### src/sstdl_pkg.sv
// ----------------------------------------------------------------------------
// sstdl_pkg: shared definitions of the seven-segment time display link
// Field widths, register indexes, the result record and the segment table.
// ----------------------------------------------------------------------------
package sstdl_pkg;

  localparam int unsigned SecondsW = 16;
  localparam int unsigned ByteW    = 8;
  localparam int unsigned NumDigits = 4;
  localparam int unsigned CfgIdxW  = 1;

  // Register indexes of the configuration port.
  typedef enum logic [CfgIdxW-1:0] {
    CFG_START_ADDRESS   = 1'b0,
    CFG_DISPLAY_CONTROL = 1'b1
  } cfg_idx_e;

  localparam logic [ByteW-1:0] StartAddressRst   = 8'b1100_0000;
  localparam logic [ByteW-1:0] DisplayControlRst = 8'b1000_1111;
  localparam logic [ByteW-1:0] ColonBit          = 8'h80;

  // One result transaction.
  typedef struct packed {
    logic clk_out;
    logic dio_out;
    logic dio_drive;
    logic busy_res;
    logic done_res;
  } res_t;

  typedef logic [NumDigits-1:0][ByteW-1:0] digits_t;

  // Seven-segment code of one decimal digit.
  function automatic logic [ByteW-1:0] seg_code(input logic [3:0] digit);
    logic [ByteW-1:0] code;
    case (digit)
      4'd0:    code = 8'h3f;
      4'd1:    code = 8'h06;
      4'd2:    code = 8'h5b;
      4'd3:    code = 8'h4f;
      4'd4:    code = 8'h66;
      4'd5:    code = 8'h6d;
      4'd6:    code = 8'h7d;
      4'd7:    code = 8'h07;
      4'd8:    code = 8'h7f;
      4'd9:    code = 8'h6f;
      default: code = 8'h00;
    endcase
    return code;
  endfunction

endpackage

### src/sstdl_if.sv
// ----------------------------------------------------------------------------
// sstdl_in_if / sstdl_out_if: valid/ready channels of the display link
// Input channel carries ticks and show requests, output channel the pin state.
// ----------------------------------------------------------------------------
interface sstdl_in_if;
  logic                          valid;
  logic                          ready;
  logic                          op;
  logic [sstdl_pkg::SecondsW-1:0] seconds;
  logic                          dio_sample;

  modport source (output valid, output op, output seconds, output dio_sample,
                  input ready);
  modport sink   (input valid, input op, input seconds, input dio_sample,
                  output ready);
endinterface

interface sstdl_out_if;
  logic valid;
  logic ready;
  logic clk_out;
  logic dio_out;
  logic dio_drive;
  logic busy_res;
  logic done_res;

  modport source (output valid, output clk_out, output dio_out, output dio_drive,
                  output busy_res, output done_res, input ready);
  modport sink   (input valid, input clk_out, input dio_out, input dio_drive,
                  input busy_res, input done_res, output ready);
endinterface

### src/sstdl_time_conv.sv
// ----------------------------------------------------------------------------
// sstdl_time_conv: seconds to four seven-segment digit codes
// Five-stage pipeline using constant reciprocal multiplies; the result is held
// in the digit registers until the next conversion overwrites them.
// ----------------------------------------------------------------------------
module sstdl_time_conv (
  input  logic                           clk_i,
  input  logic                           rst_ni,
  input  logic                           start_i,
  input  logic [sstdl_pkg::SecondsW-1:0] seconds_i,
  output sstdl_pkg::digits_t             digits_o
);
  import sstdl_pkg::*;

  logic [4:0]          vld_q;
  logic [SecondsW-1:0] sec1_q, sec2_q;
  logic [10:0]         q2_q, q3_q;
  logic [5:0]          s3_q, s4_q;
  logic [3:0]          qh3_q;
  logic [6:0]          min4_q;
  logic [3:0]          mt4_q, st4_q;
  digits_t             digits_q;

  logic [31:0] q_prod;
  logic [10:0] q_d;
  logic [23:0] qh_prod;
  logic [3:0]  qh_d;
  logic [SecondsW-1:0] s_wide;
  logic [10:0] min_wide;
  logic [14:0] mt_prod, st_prod;
  logic [6:0]  mo_wide, so_wide;

  // Stage math: q = secs / 60, minutes = q mod 100, then tens and ones.
  always_comb begin
    q_prod   = 32'(sec1_q) * 32'd34953;
    q_d      = q_prod[31:21];
    s_wide   = sec2_q - SecondsW'(16'(q2_q) * 16'd60);
    qh_prod  = 24'(q2_q) * 24'd10486;
    qh_d     = qh_prod[23:20];
    min_wide = q3_q - 11'(11'(qh3_q) * 11'd100);
    mt_prod  = 15'(min4_q) * 15'd205;
    st_prod  = 15'(s4_q) * 15'd205;
    mo_wide  = min4_q - 7'(7'(mt4_q) * 7'd10);
    so_wide  = 7'(s4_q) - 7'(7'(st4_q) * 7'd10);
  end

  // Stage valid chain.
  always_ff @(posedge clk_i or negedge rst_ni) begin
    if (!rst_ni) begin
      vld_q <= '0;
    end else begin
      vld_q <= {vld_q[3:0], start_i};
    end
  end

  // Pipeline data registers.
  always_ff @(posedge clk_i) begin
    if (start_i) begin
      sec1_q <= seconds_i;
    end
    if (vld_q[0]) begin
      q2_q   <= q_d;
      sec2_q <= sec1_q;
    end
    if (vld_q[1]) begin
      s3_q  <= s_wide[5:0];
      qh3_q <= qh_d;
      q3_q  <= q2_q;
    end
    if (vld_q[2]) begin
      min4_q <= min_wide[6:0];
      s4_q   <= s3_q;
    end
    if (vld_q[3]) begin
      mt4_q <= mt_prod[14:11];
      st4_q <= st_prod[14:11];
    end
    if (vld_q[4]) begin
      digits_q[0] <= seg_code(mt4_q);
      digits_q[1] <= seg_code(mo_wide[3:0]) | ColonBit;
      digits_q[2] <= seg_code(st4_q);
      digits_q[3] <= seg_code(so_wide[3:0]);
    end
  end

  assign digits_o = digits_q;

endmodule

### src/sstdl_link_seq.sv
// ----------------------------------------------------------------------------
// sstdl_link_seq: two-wire pin sequencer
// Steps the start/byte/acknowledge/stop sequence one pin change per processed
// tick, holding at the acknowledge wait, and reports the resulting pin levels.
// ----------------------------------------------------------------------------
module sstdl_link_seq (
  input  logic                        clk_i,
  input  logic                        rst_ni,
  input  logic                        step_i,
  input  logic                        op_i,
  input  logic                        dio_sample_i,
  input  logic [sstdl_pkg::ByteW-1:0] start_address_i,
  input  logic [sstdl_pkg::ByteW-1:0] display_control_i,
  input  sstdl_pkg::digits_t          digits_i,
  output logic                        conv_start_o,
  output sstdl_pkg::res_t             res_o
);
  import sstdl_pkg::*;

  typedef enum logic [4:0] {
    ST_IDLE, ST_S1A, ST_S1B, ST_S1C, ST_S2A, ST_S2B, ST_S2C, ST_S3A, ST_S3B,
    ST_S3C, ST_BCLKL, ST_BDIO, ST_BCLKH, ST_ACLKL, ST_AREL, ST_AWAIT,
    ST_ACLKL2, ST_ADRV, ST_PCLKL, ST_PDIOL, ST_PCLKH, ST_PDIOH
  } step_e;

  step_e            step_q, step_d;
  logic [ByteW-1:0] shift_q, shift_d;
  logic [2:0]       bit_q, bit_d;
  logic [2:0]       byte_q, byte_d;
  logic             clk_q, clk_d;
  logic             dio_q, dio_d;
  logic             drv_q, drv_d;
  logic             done_d;
  logic [ByteW-1:0] next_byte;
  logic [1:0]       digit_sel;

  // Byte to send for the current byte position.
  always_comb begin
    digit_sel = 2'(byte_q - 3'd1);
    if (byte_q == 3'd0) begin
      next_byte = start_address_i;
    end else if (byte_q <= 3'd4) begin
      next_byte = digits_i[digit_sel];
    end else begin
      next_byte = display_control_i;
    end
  end

  // Next-state logic for one tick or request.
  always_comb begin
    step_d  = step_q;
    shift_d = shift_q;
    bit_d   = bit_q;
    byte_d  = byte_q;
    clk_d   = clk_q;
    dio_d   = dio_q;
    drv_d   = drv_q;
    done_d  = 1'b0;
    conv_start_o = 1'b0;
    if (step_q == ST_IDLE) begin
      if (op_i) begin
        conv_start_o = step_i;
        bit_d  = '0;
        byte_d = '0;
        step_d = ST_S1A;
      end
    end else if (!op_i) begin
      unique case (step_q)
        ST_S1A, ST_S2A, ST_S3A: begin
          clk_d  = 1'b1;
          step_d = step_e'(step_q + 5'd1);
        end
        ST_S1B, ST_S2B, ST_S3B: begin
          dio_d  = 1'b1;
          step_d = step_e'(step_q + 5'd1);
        end
        ST_S1C: begin
          dio_d  = 1'b0;
          step_d = ST_S2A;
        end
        ST_S2C, ST_S3C: begin
          dio_d  = 1'b0;
          bit_d  = '0;
          step_d = ST_BCLKL;
        end
        ST_BCLKL: begin
          clk_d = 1'b0;
          if (bit_q == 3'd0) begin
            shift_d = next_byte;
          end
          step_d = ST_BDIO;
        end
        ST_BDIO: begin
          dio_d  = shift_q[bit_q];
          step_d = ST_BCLKH;
        end
        ST_BCLKH: begin
          clk_d = 1'b1;
          if (bit_q == 3'd7) begin
            bit_d  = '0;
            step_d = ST_ACLKL;
          end else begin
            bit_d  = bit_q + 3'd1;
            step_d = ST_BCLKL;
          end
        end
        ST_ACLKL: begin
          clk_d  = 1'b0;
          step_d = ST_AREL;
        end
        ST_AREL: begin
          drv_d  = 1'b0;
          step_d = ST_AWAIT;
        end
        ST_AWAIT: begin
          // Wait for the receiver to pull the data line low.
          if (!dio_sample_i) begin
            clk_d  = 1'b1;
            step_d = ST_ACLKL2;
          end
        end
        ST_ACLKL2: begin
          clk_d  = 1'b0;
          step_d = ST_ADRV;
        end
        ST_ADRV: begin
          drv_d = 1'b1;
          dio_d = 1'b0;
          if (byte_q == 3'd4) begin
            byte_d = 3'd5;
            step_d = ST_S3A;
          end else if (byte_q >= 3'd5) begin
            step_d = ST_PCLKL;
          end else begin
            byte_d = byte_q + 3'd1;
            step_d = ST_BCLKL;
          end
        end
        ST_PCLKL: begin
          clk_d  = 1'b0;
          step_d = ST_PDIOL;
        end
        ST_PDIOL: begin
          dio_d  = 1'b0;
          step_d = ST_PCLKH;
        end
        ST_PCLKH: begin
          clk_d  = 1'b1;
          step_d = ST_PDIOH;
        end
        ST_PDIOH: begin
          dio_d  = 1'b1;
          done_d = 1'b1;
          step_d = ST_IDLE;
        end
        default: begin
          step_d = ST_IDLE;
        end
      endcase
    end
  end

  // Sequencer state, updated once per processed transaction.
  always_ff @(posedge clk_i or negedge rst_ni) begin
    if (!rst_ni) begin
      step_q  <= ST_IDLE;
      shift_q <= '0;
      bit_q   <= '0;
      byte_q  <= '0;
      clk_q   <= 1'b1;
      dio_q   <= 1'b1;
      drv_q   <= 1'b1;
    end else if (step_i) begin
      step_q  <= step_d;
      shift_q <= shift_d;
      bit_q   <= bit_d;
      byte_q  <= byte_d;
      clk_q   <= clk_d;
      dio_q   <= dio_d;
      drv_q   <= drv_d;
    end
  end

  // Pin levels after this transaction's update.
  always_comb begin
    res_o.clk_out   = clk_d;
    res_o.dio_out   = dio_d;
    res_o.dio_drive = drv_d;
    res_o.busy_res  = (step_d != ST_IDLE);
    res_o.done_res  = done_d;
  end

endmodule

### src/seven_segment_time_display_link.sv
// ----------------------------------------------------------------------------
// seven_segment_time_display_link: two-wire seven-segment clock display driver
// Bit-bangs a time value to a four-digit display, one pin change per tick.
// ----------------------------------------------------------------------------
// Usage: every input transaction yields exactly one output transaction that
// carries the clock and data line levels after that transaction. An input
// with op = 1 while idle loads a time in seconds and arms the sequence; each
// op = 0 transaction (a tick) then makes one pin change. dio_sample is looked
// at while the data line is released for an acknowledge; the sequence waits
// there until it reads low. Requests while busy are dropped.
// One input register and one result register lie between input acceptance and
// output valid, around a combinational sequencer step, and one transaction per
// cycle is sustained while the receiver keeps ready high. The digit conversion
// runs in a five-stage pipeline beside the sequencer and finishes long before
// the first digit byte goes out.
// When the receiver stalls, the result register holds and the input register
// takes one more transaction before ready falls. Reset leaves the block idle
// with both lines driven high and the configuration registers at 0xC0/0x8F.
// Configuration writes take effect at the next byte load.
// ----------------------------------------------------------------------------
module seven_segment_time_display_link (
  input  logic                          clk_i,
  input  logic                          rst_ni,
  sstdl_in_if.sink                      in_i,
  sstdl_out_if.source                   out_o,
  input  logic                          cfg_we_i,
  input  logic [sstdl_pkg::CfgIdxW-1:0] cfg_idx_i,
  input  logic [sstdl_pkg::ByteW-1:0]   cfg_wdata_i
);
  import sstdl_pkg::*;

  logic                in_valid_q;
  logic                op_q;
  logic [SecondsW-1:0] seconds_q;
  logic                sample_q;
  logic                out_valid_q;
  res_t                res_q;
  res_t                res_d;
  logic                move;
  logic                conv_start;
  digits_t             digits;
  logic [ByteW-1:0]    start_address_q;
  logic [ByteW-1:0]    display_control_q;

  // A held transaction moves to the result register when that is free.
  assign move        = in_valid_q && (!out_valid_q || out_o.ready);
  assign in_i.ready  = !in_valid_q || move;

  // Configuration registers.
  always_ff @(posedge clk_i or negedge rst_ni) begin
    if (!rst_ni) begin
      start_address_q   <= StartAddressRst;
      display_control_q <= DisplayControlRst;
    end else if (cfg_we_i) begin
      unique case (cfg_idx_e'(cfg_idx_i))
        CFG_START_ADDRESS:   start_address_q   <= cfg_wdata_i;
        CFG_DISPLAY_CONTROL: display_control_q <= cfg_wdata_i;
        default: ;
      endcase
    end
  end

  // Input register.
  always_ff @(posedge clk_i or negedge rst_ni) begin
    if (!rst_ni) begin
      in_valid_q <= 1'b0;
    end else if (in_i.ready) begin
      in_valid_q <= in_i.valid;
    end
  end

  always_ff @(posedge clk_i) begin
    if (in_i.valid && in_i.ready) begin
      op_q      <= in_i.op;
      seconds_q <= in_i.seconds;
      sample_q  <= in_i.dio_sample;
    end
  end

  // Result register.
  always_ff @(posedge clk_i or negedge rst_ni) begin
    if (!rst_ni) begin
      out_valid_q <= 1'b0;
    end else if (move) begin
      out_valid_q <= 1'b1;
    end else if (out_o.ready) begin
      out_valid_q <= 1'b0;
    end
  end

  always_ff @(posedge clk_i) begin
    if (move) begin
      res_q <= res_d;
    end
  end

  sstdl_time_conv u_conv (
    .clk_i     (clk_i),
    .rst_ni    (rst_ni),
    .start_i   (conv_start),
    .seconds_i (seconds_q),
    .digits_o  (digits)
  );

  sstdl_link_seq u_seq (
    .clk_i             (clk_i),
    .rst_ni            (rst_ni),
    .step_i            (move),
    .op_i              (op_q),
    .dio_sample_i      (sample_q),
    .start_address_i   (start_address_q),
    .display_control_i (display_control_q),
    .digits_i          (digits),
    .conv_start_o      (conv_start),
    .res_o             (res_d)
  );

  assign out_o.valid     = out_valid_q;
  assign out_o.clk_out   = res_q.clk_out;
  assign out_o.dio_out   = res_q.dio_out;
  assign out_o.dio_drive = res_q.dio_drive;
  assign out_o.busy_res  = res_q.busy_res;
  assign out_o.done_res  = res_q.done_res;

  // Every processed transaction shows up as a result in the next cycle.
  a_move_gives_result: assert property (@(posedge clk_i) disable iff (!rst_ni)
    move |=> out_o.valid)
    else $error("processed transaction produced no result");

  // The data line is driven whenever no sequence is running.
  a_idle_driven: assert property (@(posedge clk_i) disable iff (!rst_ni)
    (out_o.valid && !out_o.busy_res) |-> out_o.dio_drive)
    else $error("data line released while idle");

  // Completion leaves both lines high and the block idle.
  a_done_stop: assert property (@(posedge clk_i) disable iff (!rst_ni)
    (out_o.valid && out_o.done_res) |->
      (!out_o.busy_res && out_o.clk_out && out_o.dio_out))
    else $error("stop condition completed with wrong line state");

  // An empty result register never blocks the input side.
  a_ready_when_empty: assert property (@(posedge clk_i) disable iff (!rst_ni)
    !out_valid_q |-> in_i.ready)
    else $error("input stalled with empty result register");

endmodule
### src/flat_wrapper.sv
// flat-port wrapper written by rule: the top's interface ports become plain ports
module seven_segment_time_display_link_flat import sstdl_pkg::*;
  (clk_i, rst_ni, cfg_we_i, cfg_idx_i, cfg_wdata_i, in_i_valid, in_i_op, in_i_seconds, in_i_dio_sample, in_i_ready, out_o_valid, out_o_clk_out, out_o_dio_out, out_o_dio_drive, out_o_busy_res, out_o_done_res, out_o_ready);
  sstdl_in_if in_i_i ();
  sstdl_out_if out_o_i ();
  input  logic clk_i;
  input  logic rst_ni;
  input  logic cfg_we_i;
  input  logic [sstdl_pkg::CfgIdxW-1:0] cfg_idx_i;
  input  logic [sstdl_pkg::ByteW-1:0] cfg_wdata_i;
  input wire logic [$bits(in_i_i.valid)-1:0] in_i_valid;
  input wire logic [$bits(in_i_i.op)-1:0] in_i_op;
  input wire logic [$bits(in_i_i.seconds)-1:0] in_i_seconds;
  input wire logic [$bits(in_i_i.dio_sample)-1:0] in_i_dio_sample;
  output wire logic [$bits(in_i_i.ready)-1:0] in_i_ready;
  output wire logic [$bits(out_o_i.valid)-1:0] out_o_valid;
  output wire logic [$bits(out_o_i.clk_out)-1:0] out_o_clk_out;
  output wire logic [$bits(out_o_i.dio_out)-1:0] out_o_dio_out;
  output wire logic [$bits(out_o_i.dio_drive)-1:0] out_o_dio_drive;
  output wire logic [$bits(out_o_i.busy_res)-1:0] out_o_busy_res;
  output wire logic [$bits(out_o_i.done_res)-1:0] out_o_done_res;
  input wire logic [$bits(out_o_i.ready)-1:0] out_o_ready;
  assign in_i_i.valid = in_i_valid;
  assign in_i_i.op = in_i_op;
  assign in_i_i.seconds = in_i_seconds;
  assign in_i_i.dio_sample = in_i_dio_sample;
  assign in_i_ready = in_i_i.ready;
  assign out_o_valid = out_o_i.valid;
  assign out_o_clk_out = out_o_i.clk_out;
  assign out_o_dio_out = out_o_i.dio_out;
  assign out_o_dio_drive = out_o_i.dio_drive;
  assign out_o_busy_res = out_o_i.busy_res;
  assign out_o_done_res = out_o_i.done_res;
  assign out_o_i.ready = out_o_ready;
  seven_segment_time_display_link u_core (.clk_i(clk_i), .rst_ni(rst_ni), .in_i(in_i_i), .out_o(out_o_i), .cfg_we_i(cfg_we_i), .cfg_idx_i(cfg_idx_i), .cfg_wdata_i(cfg_wdata_i));
endmodule
### config.mk
export PLATFORM = sky130hd
export DESIGN_NAME = seven_segment_time_display_link_flat
export DESIGN_NICKNAME = d
export VERILOG_FILES = /design/src/sstdl_pkg.sv /design/src/sstdl_if.sv /design/src/sstdl_time_conv.sv /design/src/sstdl_link_seq.sv /design/src/seven_segment_time_display_link.sv /design/src/flat_wrapper.sv
export SDC_FILE = /design/constraint.sdc
export NUM_CORES = 1
export LEC_CHECK = 0
export BUFFER_PORTS_ARGS = -buffer_cell sky130_fd_sc_hd__buf_2
export CAP_MARGIN = 40
export CORE_ASPECT_RATIO = 0.7
export CORE_UTILIZATION = 28
export CTS_CLUSTER_DIAMETER = 30
export DETAILED_ROUTE_END_ITERATION = 10
export PLACE_DENSITY_LB_ADDON = 0.08
export SLEW_MARGIN = 10
export SYNTH_ARGS = -nofsm -noshare
export SYNTH_HDL_FRONTEND = slang
export SYNTH_SLANG_ARGS = --single-unit
### constraint.sdc
create_clock -name clk_i -period 5.8 [get_ports clk_i]
set_input_delay 0.29 -clock clk_i [delete_from_list [all_inputs] [get_ports clk_i]]
set_output_delay 0.29 -clock clk_i [all_outputs]
set_load 0.05 [all_outputs]
# Word level (Yosys, flattened, before mapping)
# Memories as Yosys holds them, arrays and structs flattened. A register that Yosys moved wholly into a read port is not among the register bits.
# Index checks and enable logic that the tools add are counted.
[totals] in_bits=32 elab_cells=150 rom_bits=448 mem_count=4 output_inout_bits=7 regBits=162
[memory_table] name="(name not given)" words=16 width=7 read_ports=1 rd_ports_with_merged_regs=1 wr=0 line_no="sstdl_pkg.sv:36" text="case (digit)"
[memory_table] name="(name not given)" words=16 width=7 read_ports=1 rd_ports_with_merged_regs=1 wr=0 line_no="sstdl_pkg.sv:36"
[memory_table] name="(name not given)" words=16 width=7 read_ports=1 rd_ports_with_merged_regs=1 wr=0 line_no="sstdl_pkg.sv:36"
[memory_table] name="(name not given)" words=16 width=7 read_ports=1 rd_ports_with_merged_regs=1 wr=0 line_no="sstdl_pkg.sv:36"
[classes] muxes=39 n_mul=8 n_reduce_logical=25 eq_ne=26 order_cmp=4 n_bitwise=3 addsub=8
[ops] op="$pmux W5 S14" count=1
[ops] op="$eq A5 B4 Y1 const B" count=8
[ops] op="$mul A16 B16 Y32 const B" count=1
[ops] op="$eq A5 B5 Y1 const B" count=6
[ops] op="$mux W3" count=10
[ops] op="$mux W5" count=6
[ops] op="$mux W8" count=3
[ops] op="$mul A11 B13 Y23 const B" count=1
[ops] op="$eq A5 B3 Y1 const B" count=4
[ops] op="$bmux W8 S2" count=1
[ops] op="$mul A7 B8 Y15 const B" count=1
[ops] op="$mul A6 B8 Y14 const B" count=1
[ops] op="$mux W1" count=13
[ops] op="$mul A11 B4 Y4 const B" count=1
[ops] op="$eq A5 B2 Y1 const B" count=2
[ops] op="$reduce_and A5 Y1" count=2
[ops] op="$reduce_or A5 Y1" count=2
[ops] op="$reduce_or A4 Y1" count=2
[ops] op="$sub A4 B4 Y4" count=2
[ops] op="$sub A7 B7 Y7" count=1
[ops] op="$add A3 B1 Y3 const B" count=2
[ops] op="$eq A3 B3 Y1 const B" count=2
[ops] op="$logic_not A3 Y1" count=2
[ops] op="$pmux W1 S3" count=2
[ops] op="other kinds (29)" count=37

# Depth between registers and ports, before layout
# Gate-level depths: netlist (run 1).
[depth] ltp_word=7 depth_mapped=17 mapped_depth_nobuf=17

# Hierarchy
# Synthesis (run 1) repeated with hierarchy kept, for this count alone.
[unflattened] cells_unflattened=1300 hier_area_um2=14402.6
[modules_own_cells] mod="sstdl_time_conv" cells_per_inst=955 instances=1 seq_area_each_um2=3067.9 area_each_um2=10633.9
[modules_own_cells] mod="sstdl_link_seq" cells_per_inst=279 instances=1 seq_area_each_um2=554.3 area_each_um2=2366.0
[modules_own_cells] mod="seven_segment_time_display_link" cells_per_inst=66 instances=1 seq_area_each_um2=1149.9 area_each_um2=1402.6

# Worst setup path before layout (run 1)
# No wires, ideal clock.
[synth_timing] path_type="register to register" start="register u_core.u_conv.q2_q[2]" end="register u_core.u_conv.qh3_q[1] (data pin)" period_less_slack_ns=4.533 required_time_ns=5.543 arrival_ns=4.276 slack_ns=1.267 path_buffers=0 stages_incl_launch_ff=17 setup_time_ns=0.257 cell_sequence="edfxtp_1 fa_1 inv_1 fa_1 inv_1 ha_1 inv_1 fa_1 fa_1 inv_1 ha_1 and4_1 a41o_1 a21oi_1 o211ai_1 a21o_1 xor2_1"
[synth_via] elab_chain_cells=1
[synth_lines] element="start, declared" line_no="sstdl_time_conv.sv:17" text="logic [10:0] q2_q, q3_q;"
[synth_lines] element="start signal, assigned" line_no="sstdl_time_conv.sv:62" text="q2_q <= q_d;"
[synth_lines] element="$mul A11 B13 Y23" line_no="sstdl_time_conv.sv:38" text="qh_prod = 24'(q2_q) * 24'd10486;"
[synth_lines] element="net u_core.u_conv.qh_prod[21]" line_no="sstdl_time_conv.sv:26" text="logic [23:0] qh_prod;"
[synth_lines] element="end signal, assigned" line_no="sstdl_time_conv.sv:67" text="qh3_q <= qh_d;"
[synth_lines] element="end, declared" line_no="sstdl_time_conv.sv:19" text="logic [3:0] qh3_q;"
# The timed path passes the listed nets, and every way through them passes these cells.
# A chain may end at the register's enable or synchronous reset.

# Worst setup path after layout (run 1)
[layout_timing] start="register u_core.u_conv.q2_q[8]" end="register u_core.u_conv.qh3_q[1] (data pin)"
# Same word-level chain as after synthesis.

==> results of run 1 <==
area by class of cell:
type / count / area [µm²] / area share
multi-input cells: 798 / 8065 / 0.5187
flip-flops and latches: 166 / 4772 / 0.3069
well taps: 655 / 819.5 / 0.05271
inverters: 213 / 799.5 / 0.05142
clock buffers: 23 / 521.8 / 0.03356
repair buffers: 65 / 485.5 / 0.03122
clock inverters: 9 / 85.08 / 0.005472
power groups by stage:
stage | clock network (mW) | logic [mW] | registers (mW)
global route | 1.27 | 4.62 | 1.75
finish | 1.18 | 3.93 | 1.72
CTS | 1.22 | 4.02 | 1.73
global placement | 0 | 3.96 | 1.77
floorplan | 0 | 2.99 | 1.71
detailed placement | 0 | 3.95 | 1.75
registers in the layout, summed over array words and instances (netlist names), 3 cells and up:
signal and flops:
u_core.u_seq.shift_q 8, u_core.start_address_q 8, u_core.u_conv.sec1_q 16, u_core.display_control_q 8
u_core.u_seq.step_q 5, u_core.u_conv.mt4_q 4, u_core.u_conv.qh3_q 4, u_core.u_seq.byte_q 3
u_core.seconds_q 16, u_core.u_conv.s3_q 6, u_core.u_conv.min4_q 7, u_core.u_conv.q2_q 11
u_core.u_seq.bit_q 3, u_core.u_conv.sec2_q 6, u_core.u_conv.st4_q 3, u_core.u_conv.vld_q 5
u_core.u_conv.digits_o 28, u_core.u_conv.q3_q 7, u_core.u_conv.s4_q 6
logic make-up (layout without fill, tap and decap cells):
family	after synthesis	count (layout)	synth area share
and+or+nand+nor	173	173	0.06338
buffers and inverters	237	310	0.06747
adders and majority gates	352	352	0.3615
muxes	50	50	0.04755
DFF	166	166	0.3468
xor gates and xnor gates	47	47	0.02991
AOI/OAI and AO/OA	176	176	0.08338
worst paths after layout:
check                                      start                       to  slack (ps)  cells past startpoint
max                        u_core.u_conv.q2_q[8]   u_core.u_conv.qh3_q[1]         980                     13
min                              in_i_seconds[0]      u_core.seconds_q[0]          30                      1
max reg2reg                u_core.u_conv.q2_q[8]   u_core.u_conv.qh3_q[1]         980                     13
min reg2reg                u_core.u_conv.s3_q[5]    u_core.u_conv.s4_q[5]         420                      0
max in group asynchronous                 rst_ni   u_core.u_conv.vld_q[0]        4850                      3
min in group asynchronous                 rst_ni  u_core.u_seq.shift_q[1]         490                      3
routing by layer:
layer,wire length (µm),track usage
met1,16820,0.1977
met2,11910,0.1710
met3,916,0.02409
met4,308,0.03227
met5,0,0
worst register-to-register path, stage by stage (launching register included):
cell,delay [ps]
sky130_fd_sc_hd__edfxtp_1,500
sky130_fd_sc_hd__fa_1,630
sky130_fd_sc_hd__fa_1,460
sky130_fd_sc_hd__fa_1,520
sky130_fd_sc_hd__fa_1,460
sky130_fd_sc_hd__fa_1,400
sky130_fd_sc_hd__ha_1,300
sky130_fd_sc_hd__a21o_1,180
sky130_fd_sc_hd__a21o_1,160
sky130_fd_sc_hd__a21o_1,190
sky130_fd_sc_hd__a21oi_1,240
sky130_fd_sc_hd__o211ai_1,170
sky130_fd_sc_hd__a21o_1,210
sky130_fd_sc_hd__xor2_1,140
cells in the final DEF, fill, tap and decap left out, types with 4 or more instances in the layout:
master / instances
sky130_fd_sc_hd__ha_1: 276
sky130_fd_sc_hd__inv_1: 208
sky130_fd_sc_hd__edfxtp_1: 121
sky130_fd_sc_hd__fa_1: 76
sky130_fd_sc_hd__nand2_1: 61
sky130_fd_sc_hd__o21ai_0: 46
sky130_fd_sc_hd__buf_2: 38
sky130_fd_sc_hd__a21oi_1: 35
sky130_fd_sc_hd__xnor2_1: 35
sky130_fd_sc_hd__dfrtp_1: 35
sky130_fd_sc_hd__mux2_2: 30
sky130_fd_sc_hd__nor2_1: 23
sky130_fd_sc_hd__clkbuf_16: 19
sky130_fd_sc_hd__nand3_1: 18
sky130_fd_sc_hd__dlygate4sd3_1: 18
sky130_fd_sc_hd__a21o_1: 16
sky130_fd_sc_hd__nand2b_1: 15
sky130_fd_sc_hd__a31oi_1: 12
sky130_fd_sc_hd__xor2_1: 12
sky130_fd_sc_hd__nor3_1: 11
sky130_fd_sc_hd__o22ai_1: 10
sky130_fd_sc_hd__mux2i_1: 10
sky130_fd_sc_hd__dfstp_2: 10
sky130_fd_sc_hd__mux4_2: 9
sky130_fd_sc_hd__nor2b_1: 7
sky130_fd_sc_hd__nand4_1: 6
sky130_fd_sc_hd__or2_2: 6
sky130_fd_sc_hd__buf_4: 6
sky130_fd_sc_hd__o32ai_1: 5
sky130_fd_sc_hd__o211ai_1: 4
sky130_fd_sc_hd__and3_1: 4
sky130_fd_sc_hd__o21ai_1: 4
sky130_fd_sc_hd__o21a_1: 4
sky130_fd_sc_hd__a22oi_1: 4
metrics by stage:
stage | area (µm²) | setup WS, ps
floorplan | 13760 | 1267
finish | 15550 | 984.8
detailed placement | 14760 | 992.2
global placement | 14680 | 1017
CTS | 15550 | 972.1
global route | 15550 | 742.8
repair_timing:
action / in CTS / in global routing
setup buffers: 0 / 0
hold endpoints to repair: 52 / 0
hold buffers: 18 / 0
==> flow_summary.html, run 1 <==
<table>
<tr><th>Metric</th><th>Value</th></tr>
<tr><th colspan="2">Placed design</th></tr>
<tr><td>Buffers added on ports</td><td>38</td></tr>
<tr><td>Sum of net half-perimeters after detailed placement</td><td>24060 µm</td></tr>
<tr><td>Placed cells</td><td>1879</td></tr>
<tr><td>Weighted congestion at the end of routability-driven global placement</td><td>0.7866</td></tr>
<tr><th colspan="2">Finish</th></tr>
<tr><td>Area growth syn-to-layout</td><td>12.99%</td></tr>
<tr><td>Antenna diode count</td><td>0</td></tr>
<tr><td>Non-Filler Instances</td><td>1929</td></tr>
<tr><td>End-of-flow core utilization</td><td>0.3226</td></tr>
<tr><td>Number of nets at the end of the flow</td><td>1645</td></tr>
<tr><td>Number of inserted filler cells in the final layout</td><td>4886</td></tr>
<tr><td>Proportion of layout cells with a drive suffix above 1</td><td>0.1162</td></tr>
<tr><th colspan="2">Critical path</th></tr>
<tr><td>Cell occurring most often along the worst timing path</td><td>sky130_fd_sc_hd__fa_1</td></tr>
<tr><td>Biggest fanout along the worst timing path</td><td>5</td></tr>
<tr><td>Data arrival at the endpoint of the critical path</td><td>5010 ps</td></tr>
<tr><td>Max stage delay on crit path</td><td>630 ps</td></tr>
<tr><td>Critical path launch point type</td><td>flop</td></tr>
<tr><td>Startpoint-to-endpoint class of the critical path</td><td>reg2reg</td></tr>
<tr><td>CP Buf/Inv Count</td><td>0</td></tr>
<tr><td>Required time of the critical path</td><td>between 5000 and 6000 ps</td></tr>
<tr><td>Crit path capture type</td><td>flop</td></tr>
<tr><td>Cell with the biggest individual delay on the critical path</td><td>sky130_fd_sc_hd__fa_1</td></tr>
<tr><td>Crit-path cells</td><td>fa_1 -&gt; fa_1 -&gt; fa_1 -&gt; fa_1 -&gt; fa_1 -&gt; ha_1 -&gt; a21o_1 -&gt; a21o_1 -&gt; a21o_1 -&gt; a21oi_1 -&gt; o211ai_1 -&gt; a21o_1 -&gt; xor2_1</td></tr>
<tr><td>Delay-heaviest family, CP</td><td>adder cells</td></tr>
<tr><th colspan="2">Clock tree</th></tr>
<tr><td>Number of buffers added by the clock tree synthesis step</td><td>17</td></tr>
<tr><td>Clock insertion delay at the later pin of the skew report</td><td>roughly 440 ps</td></tr>
<tr><td>CTS Root Buffer Type</td><td>sky130_fd_sc_hd__clkbuf_16</td></tr>
<tr><td>CTS sink count</td><td>166</td></tr>
<tr><td>Clock-pin slew of the registers on the worst-case setup and hold paths</td><td>70 ps</td></tr>
<tr><td>Gates resized, CTS repair</td><td>0</td></tr>
<tr><td>Clock tree from TritonCTS</td><td>built</td></tr>
<tr><td>H-tree levels</td><td>4</td></tr>
<tr><td>Worst-case clock buffer depth</td><td>2</td></tr>
<tr><th colspan="2">STA</th></tr>
<tr><td>Setup total negative slack</td><td>0 ps</td></tr>
<tr><td>Maximum frequency from static timing analysis</td><td>207.7 MHz</td></tr>
<tr><td>Share of the clock period used by the worst path after layout</td><td>0.8302</td></tr>
<tr><td>Transition time at the pin with the least slew margin</td><td>717.2 ps</td></tr>
<tr><td>Max-slew headroom at the worst pin</td><td>0.5218</td></tr>
<tr><td>Final worst clock skew</td><td>10.94 ps</td></tr>
<tr><td>Smallest hold slack</td><td>33.23 ps</td></tr>
<tr><td>Final setup violating endpoints</td><td>0</td></tr>
<tr><td>Minimum clock period after layout</td><td>4815 ps</td></tr>
<tr><td>Max-slew violation count</td><td>0</td></tr>
<tr><td>Unrepaired setup endpoints after global routing</td><td>no</td></tr>
<tr><td>Number of failing hold endpoints at the final stage</td><td>0</td></tr>
<tr><th colspan="2">Floorplan</th></tr>
<tr><td>Die ar.</td><td>0.05005 mm²</td></tr>
<tr><td>Top-level I/O count</td><td>39</td></tr>
<tr><td>CORE AREA</td><td>0.04820 mm²</td></tr>
<tr><td>DIE WIDTH</td><td>267.0 µm</td></tr>
<tr><td>Number of cell rows</td><td>67</td></tr>
<tr><td>Height of the die</td><td>around 190 µm</td></tr>
<tr><td>Initial standard-cell utilization of the core</td><td>0.2855</td></tr>
<tr><th colspan="2">Drt</th></tr>
<tr><td>Wire length reported by the detailed router</td><td>29960 µm</td></tr>
<tr><td>Number of vias per cell</td><td>4.441</td></tr>
<tr><td>Pre-antenna DRT Iters</td><td>7</td></tr>
<tr><td>Detailed-route via count</td><td>8566</td></tr>
<tr><td>Number of DRC markers after the initial detailed-route iteration</td><td>521</td></tr>
<tr><td>Antenna viol nets, final</td><td>0</td></tr>
<tr><td>Number of remaining DRC errors</td><td>0</td></tr>
<tr><td>Average routed wire per standard cell</td><td>15.53 µm</td></tr>
<tr><th colspan="2">Logic synthesis</th></tr>
<tr><td>Cell types with the largest area share after synthesis</td><td>sky130_fd_sc_hd__edfxtp_1, sky130_fd_sc_hd__ha_1, sky130_fd_sc_hd__fa_1, sky130_fd_sc_hd__dfrtp_1, sky130_fd_sc_hd__inv_1</td></tr>
<tr><td>Mean post-synth cell area</td><td>11.46 µm²</td></tr>
<tr><td>Most area-hungry cell type in the Yosys netlist</td><td>sky130_fd_sc_hd__edfxtp_1</td></tr>
<tr><td>Top-count cell post-synth</td><td>sky130_fd_sc_hd__ha_1</td></tr>
<tr><td>Synth warn</td><td>0</td></tr>
<tr><td>Commonest cells post-synth</td><td>sky130_fd_sc_hd__ha_1, sky130_fd_sc_hd__inv_1, sky130_fd_sc_hd__edfxtp_1</td></tr>
<tr><td>Post-synthesis register bit count</td><td>166</td></tr>
<tr><td>Synthesized net count</td><td>around 1600</td></tr>
<tr><td>Synth Flop Type</td><td>sky130_fd_sc_hd__edfxtp_1</td></tr>
<tr><td>Netlist Area Pre-Place</td><td>0.01376 mm²</td></tr>
<tr><td>Post-synth EDFFs</td><td>roughly 120</td></tr>
<tr><td>Register area share after synthesis</td><td>0.3468</td></tr>
<tr><td>Area share of the leading cell type in the synthesized netlist</td><td>0.2640</td></tr>
<tr><td>Count of distinct cell types in the synthesized netlist</td><td>74</td></tr>
<tr><td>Cell count after synthesis</td><td>1201</td></tr>
<tr><td>Share of async-settable or async-resettable flops after synthesis</td><td>0.2711</td></tr>
<tr><th colspan="2">Pwr</th></tr>
<tr><td>Psw</td><td>2.849 mW</td></tr>
<tr><td>Clock group share of total power</td><td>0.172</td></tr>
<tr><td>Worst vdd rail ir drop</td><td>0.0002499 V</td></tr>
<tr><td>Total power per unit cell area</td><td>438.9 mW/mm²</td></tr>
<tr><td>Static leakage</td><td>between 7 and 8 nW</td></tr>
<tr><td>Reg power frac</td><td>0.252</td></tr>
<tr><td>Total power of the final layout</td><td>6.824 mW</td></tr>
<tr><td>Cell Int Power</td><td>about 4.0 mW</td></tr>
<tr><td>Switching share of power</td><td>0.4175</td></tr>
<tr><td>Comb pwr share</td><td>0.576</td></tr>
<tr><th colspan="2">Flow run</th></tr>
<tr><td>Max-capacitance violation count</td><td>0</td></tr>
<tr><th colspan="2">GRT</th></tr>
<tr><td>Global-route wire length before repair</td><td>48250 µm</td></tr>
<tr><td>GRT overflow</td><td>0</td></tr>
<tr><td>Largest net degree at the start of global routing</td><td>46</td></tr>
<tr><td>Number of antenna violations at the first check in global routing</td><td>0</td></tr>
<tr><td>Combined global-route utilization of all metal layers</td><td>0.1255</td></tr>
<tr><td>Number of global-route vias before repair</td><td>8601</td></tr>
<tr><th colspan="2">Min path</th></tr>
<tr><td>Worst Hold Class</td><td>in2reg</td></tr>
<tr><th colspan="2">Outcome</th></tr>
<tr><td>Result of the run</td><td>finished, final reports clean</td></tr>
</table>
No activity file was read; power rests on OpenSTA's default activity.
==> run 2: changes to the inputs <==
==> constraint.sdc (replaced) <==
create_clock -name clk_i -period 4.26 [get_ports clk_i]
set_input_delay 0.213 -clock clk_i [delete_from_list [all_inputs] [get_ports clk_i]]
set_output_delay 0.213 -clock clk_i [all_outputs]
set_load 0.05 [all_outputs]
==> run 2 against run 1 <==
  * Setup slack worse by 1200 ps
  * Clock skew up 4.7 ps
  * Sequential power up 35%
  * The flow now finishes with violations (setup timing)
  * Critical path type unchanged
  * Wire length up 1.1%
  * Clock power up 25%
==> flow_summary.html, run 2 (synthesis gave the netlist of run 1 again) <==
<table>
<tr><th>Metric</th><th>Value</th></tr>
<tr><th colspan="2">Flow run</th></tr>
<tr><td>Max-capacitance violation count</td><td>0</td></tr>
<tr><th colspan="2">STA</th></tr>
<tr><td>Share of the clock period used by the worst path after layout</td><td>1.046</td></tr>
<tr><td>Unrepaired setup endpoints after global routing</td><td>yes</td></tr>
<tr><td>Final setup violating endpoints</td><td>4</td></tr>
<tr><td>Transition time at the pin with the least slew margin</td><td>762.7 ps</td></tr>
<tr><td>Maximum frequency from static timing analysis</td><td>between 200 and 250 MHz</td></tr>
<tr><td>Final worst clock skew</td><td>15.64 ps</td></tr>
<tr><td>Max-slew headroom at the worst pin</td><td>0.4916</td></tr>
<tr><td>Worst Slack Setup Final</td><td>-195.1 ps</td></tr>
<tr><td>Max-slew violation count</td><td>0</td></tr>
<tr><td>Minimum clock period after layout</td><td>4455 ps</td></tr>
<tr><td>Number of failing hold endpoints at the final stage</td><td>0</td></tr>
<tr><th colspan="2">Finish</th></tr>
<tr><td>Flip-flop count of the largest register after layout</td><td>28</td></tr>
<tr><td>Number of nets at the end of the flow</td><td>1725</td></tr>
<tr><td>Commonest cells after routing, fill and taps aside</td><td>sky130_fd_sc_hd__ha_1, sky130_fd_sc_hd__inv_1, sky130_fd_sc_hd__edfxtp_1, sky130_fd_sc_hd__buf_4, sky130_fd_sc_hd__fa_1</td></tr>
<tr><td>Proportion of layout cells with a drive suffix above 1</td><td>0.1811</td></tr>
<tr><td>Non-Filler Instances</td><td>2008</td></tr>
<tr><td>Antenna diode count</td><td>0</td></tr>
<tr><td>Most common library cell in the layout ignoring fill and taps</td><td>sky130_fd_sc_hd__ha_1</td></tr>
<tr><td>Area growth syn-to-layout</td><td>18.49%</td></tr>
<tr><td>Number of inserted filler cells in the final layout</td><td>4861</td></tr>
<tr><th colspan="2">Pwr</th></tr>
<tr><td>Total power per unit cell area</td><td>603.2 mW/mm²</td></tr>
<tr><td>Total power of the final layout</td><td>9.835 mW</td></tr>
<tr><td>Clock group share of total power</td><td>0.151</td></tr>
<tr><td>Comb pwr share</td><td>0.613</td></tr>
<tr><td>Worst vdd rail ir drop</td><td>roughly 0.00035 V</td></tr>
<tr><td>Psw</td><td>4.088 mW</td></tr>
<tr><td>Cell Int Power</td><td>5.747 mW</td></tr>
<tr><td>Static leakage</td><td>7.490 nW</td></tr>
<tr><td>Switching share of power</td><td>0.4157</td></tr>
<tr><td>Reg power frac</td><td>0.236</td></tr>
<tr><th colspan="2">Floorplan</th></tr>
<tr><td>DIE WIDTH</td><td>approximately 270 µm</td></tr>
<tr><td>Initial standard-cell utilization of the core</td><td>0.2855</td></tr>
<tr><td>Height of the die</td><td>187.5 µm</td></tr>
<tr><td>Top-level I/O count</td><td>39</td></tr>
<tr><td>Die ar.</td><td>0.05005 mm²</td></tr>
<tr><td>Number of cell rows</td><td>67</td></tr>
<tr><td>CORE AREA</td><td>~0.048 mm²</td></tr>
<tr><th colspan="2">Min path</th></tr>
<tr><td>Startpoint of the lowest-slack hold path</td><td>out_o_ready</td></tr>
<tr><td>Worst Hold Class</td><td>in2reg</td></tr>
<tr><td>Min-Delay Endpoint</td><td>u_core.out_o.valid</td></tr>
<tr><td>Hold-critical path depth</td><td>3</td></tr>
<tr><th colspan="2">Critical path</th></tr>
<tr><td>Cell occurring most often along the worst timing path</td><td>sky130_fd_sc_hd__a21o_1</td></tr>
<tr><td>R2r endpoint</td><td>u_core.u_conv.qh3_q[1]</td></tr>
<tr><td>FF-to-FF Start</td><td>u_core.u_conv.q2_q[8]</td></tr>
<tr><td>Worst R2R Setup Slack</td><td>-200 ps</td></tr>
<tr><td>Length in cells of the worst reg-to-reg path</td><td>15</td></tr>
<tr><td>Data arrival at the endpoint of the critical path</td><td>4640 ps</td></tr>
<tr><td>Max stage delay on crit path</td><td>around 560 ps</td></tr>
<tr><td>Biggest fanout along the worst timing path</td><td>3</td></tr>
<tr><td>Required time of the critical path</td><td>4440 ps</td></tr>
<tr><td>Crit path capture type</td><td>flop</td></tr>
<tr><td>Crit-path cells</td><td>fa_1 -&gt; ha_1 -&gt; inv_2 -&gt; fa_1 -&gt; inv_2 -&gt; fa_1 -&gt; fa_2 -&gt; ha_4 -&gt; a21o_1 -&gt; a21o_1 -&gt; a21o_1 -&gt; a21oi_2 -&gt; o211ai_1 -&gt; a21o_1 -&gt; xor2_1</td></tr>
<tr><td>Cell with the biggest individual delay on the critical path</td><td>sky130_fd_sc_hd__fa_1</td></tr>
<tr><td>Critical path launch point type</td><td>flop</td></tr>
<tr><td>Startpoint-to-endpoint class of the critical path</td><td>reg2reg</td></tr>
<tr><th colspan="2">Placed design</th></tr>
<tr><td>Weighted congestion at the end of routability-driven global placement</td><td>0.8200</td></tr>
<tr><td>Sum of net half-perimeters after detailed placement</td><td>24490 µm</td></tr>
<tr><td>Buffers added on ports</td><td>38</td></tr>
<tr><td>Placed cells</td><td>1943</td></tr>
<tr><th colspan="2">GRT</th></tr>
<tr><td>Largest net degree at the start of global routing</td><td>46</td></tr>
<tr><td>Number of global-route vias before repair</td><td>about 9000</td></tr>
<tr><td>Combined global-route utilization of all metal layers</td><td>0.1291</td></tr>
<tr><td>Number of antenna violations at the first check in global routing</td><td>0</td></tr>
<tr><td>Global-route wire length before repair</td><td>50150 µm</td></tr>
<tr><td>GRT overflow</td><td>0</td></tr>
<tr><th colspan="2">Outcome</th></tr>
<tr><td>Failing checks</td><td>setup timing</td></tr>
<tr><td>Result of the run</td><td>finished, violations left</td></tr>
<tr><th colspan="2">Clock tree</th></tr>
<tr><td>Number of buffers added by the clock tree synthesis step</td><td>17</td></tr>
<tr><td>Clock tree from TritonCTS</td><td>built</td></tr>
<tr><td>H-tree levels</td><td>4</td></tr>
<tr><td>Clock-pin slew of the registers on the worst-case setup and hold paths</td><td>about 70 ps</td></tr>
<tr><td>CTS sink count</td><td>166</td></tr>
<tr><td>Clock insertion delay at the later pin of the skew report</td><td>between 400 and 500 ps</td></tr>
<tr><td>CTS Root Buffer Type</td><td>sky130_fd_sc_hd__clkbuf_16</td></tr>
<tr><td>Worst-case clock buffer depth</td><td>2</td></tr>
<tr><th colspan="2">Drt</th></tr>
<tr><td>Detailed-route via count</td><td>slightly below 9000</td></tr>
<tr><td>Number of vias per cell</td><td>4.366</td></tr>
<tr><td>Antenna viol nets, final</td><td>0</td></tr>
<tr><td>Number of DRC markers after the initial detailed-route iteration</td><td>504</td></tr>
<tr><td>Number of remaining DRC errors</td><td>0</td></tr>
<tr><td>Average routed wire per standard cell</td><td>15.09 µm</td></tr>
<tr><td>Pre-antenna DRT Iters</td><td>4</td></tr>
<tr><td>Wire length reported by the detailed router</td><td>between 30000 and 40000 µm</td></tr>
</table>
## run 2: what timing repair did
item / 4_1_cts / 5_1_grt
pin swaps: 4 / 6
hold buffers: 27 / 0
hold endpoints to repair: 68 / 0
gates resized for setup: 7 / 23
setup endpoints to repair: 11 / 14
buffers inserted: 2 / 5
## run 2: per-stage QoR
| step | setup slack [ps] | utilization | setup TNS, ps | hold WS (ps) | instance area (µm²) |
|---|---|---|---|---|---|
| floorplan | -7.005 | - | -7.005 | -82.59 | 13790 |
| global placement | -156.0 | 0.3154 | -696.3 | 382.4 | 15200 |
| detailed placement | -183.9 | 0.3165 | -900.7 | 375.2 | 15250 |
| CTS | -182.4 | 0.3346 | -574.4 | 13.79 | 16130 |
| global route | -366.2 | 0.3382 | -1305 | 27.80 | 16300 |
| finish | -195.1 | 0.3382 | -561.6 | 49.84 | 16300 |
## run 2: area by class of cell
type / count / area, µm² / area share
sequential: 166 / 4772 / 0.2927
timing repair buffer: 145 / 1089 / 0.06676
inverter: 213 / 799.5 / 0.04904
clock inverter: 14 / 127.6 / 0.007827
multi-input combinational: 798 / 8272 / 0.5073
tap: 655 / 819.5 / 0.05026
clock buffer: 17 / 425.4 / 0.02609
## run 2: layer usage
| metal | vias up | part of all wire | track usage |
|---|---|---|---|
| met1 | 4198 | 0.57 | 0.2010 |
| met2 | 86 | 0.40 | 0.1843 |
| met5 | - | 0 | 0 |
| met3 | 11 | 0.020 | 0.02304 |
| li1 | 4472 | - | - |
| met4 | 0 | 0.0063 | 0.02321 |
## run 2: worst max path at each step
stage | depth (start not counted) | to | slack (ps) | start
after floorplan | 13 | u_core.u_conv.qh3_q[1] | -7 | u_core.u_conv.q2_q[7]
after detailed placement | 15 | u_core.u_conv.qh3_q[3] | -180 | u_core.u_conv.q2_q[10]
after CTS | 15 | u_core.u_conv.qh3_q[1] | -180 | u_core.u_conv.q2_q[8]
after global routing | 15 | u_core.u_conv.qh3_q[1] | -370 | u_core.u_conv.q2_q[8]
after global placement | 15 | u_core.u_conv.qh3_q[1] | -160 | u_core.u_conv.q2_q[10]
final | 15 | u_core.u_conv.qh3_q[1] | -200 | u_core.u_conv.q2_q[8]
## run 2: worst max-delay path, delay by kind of cell, from the launching register on
kind                     cells  cell delay [ps]
adder cells (fa/ha/maj)      6             2560
AO/OA/AOI/OAI                6              980
flip-flops                   1              440
XOR/XNOR                     1              140
buffers and inverters        2               80
## run 2: power by group through the flow
stage               clock network, mW  registers, mW  logic (mW)
floorplan                           0           2.32        4.16
global route                     1.61           2.36        7.05
CTS                              1.55           2.33        5.95
global placement                    0           2.37        5.80
finish                           1.48           2.32        6.03
detailed placement                  0           2.36        5.76
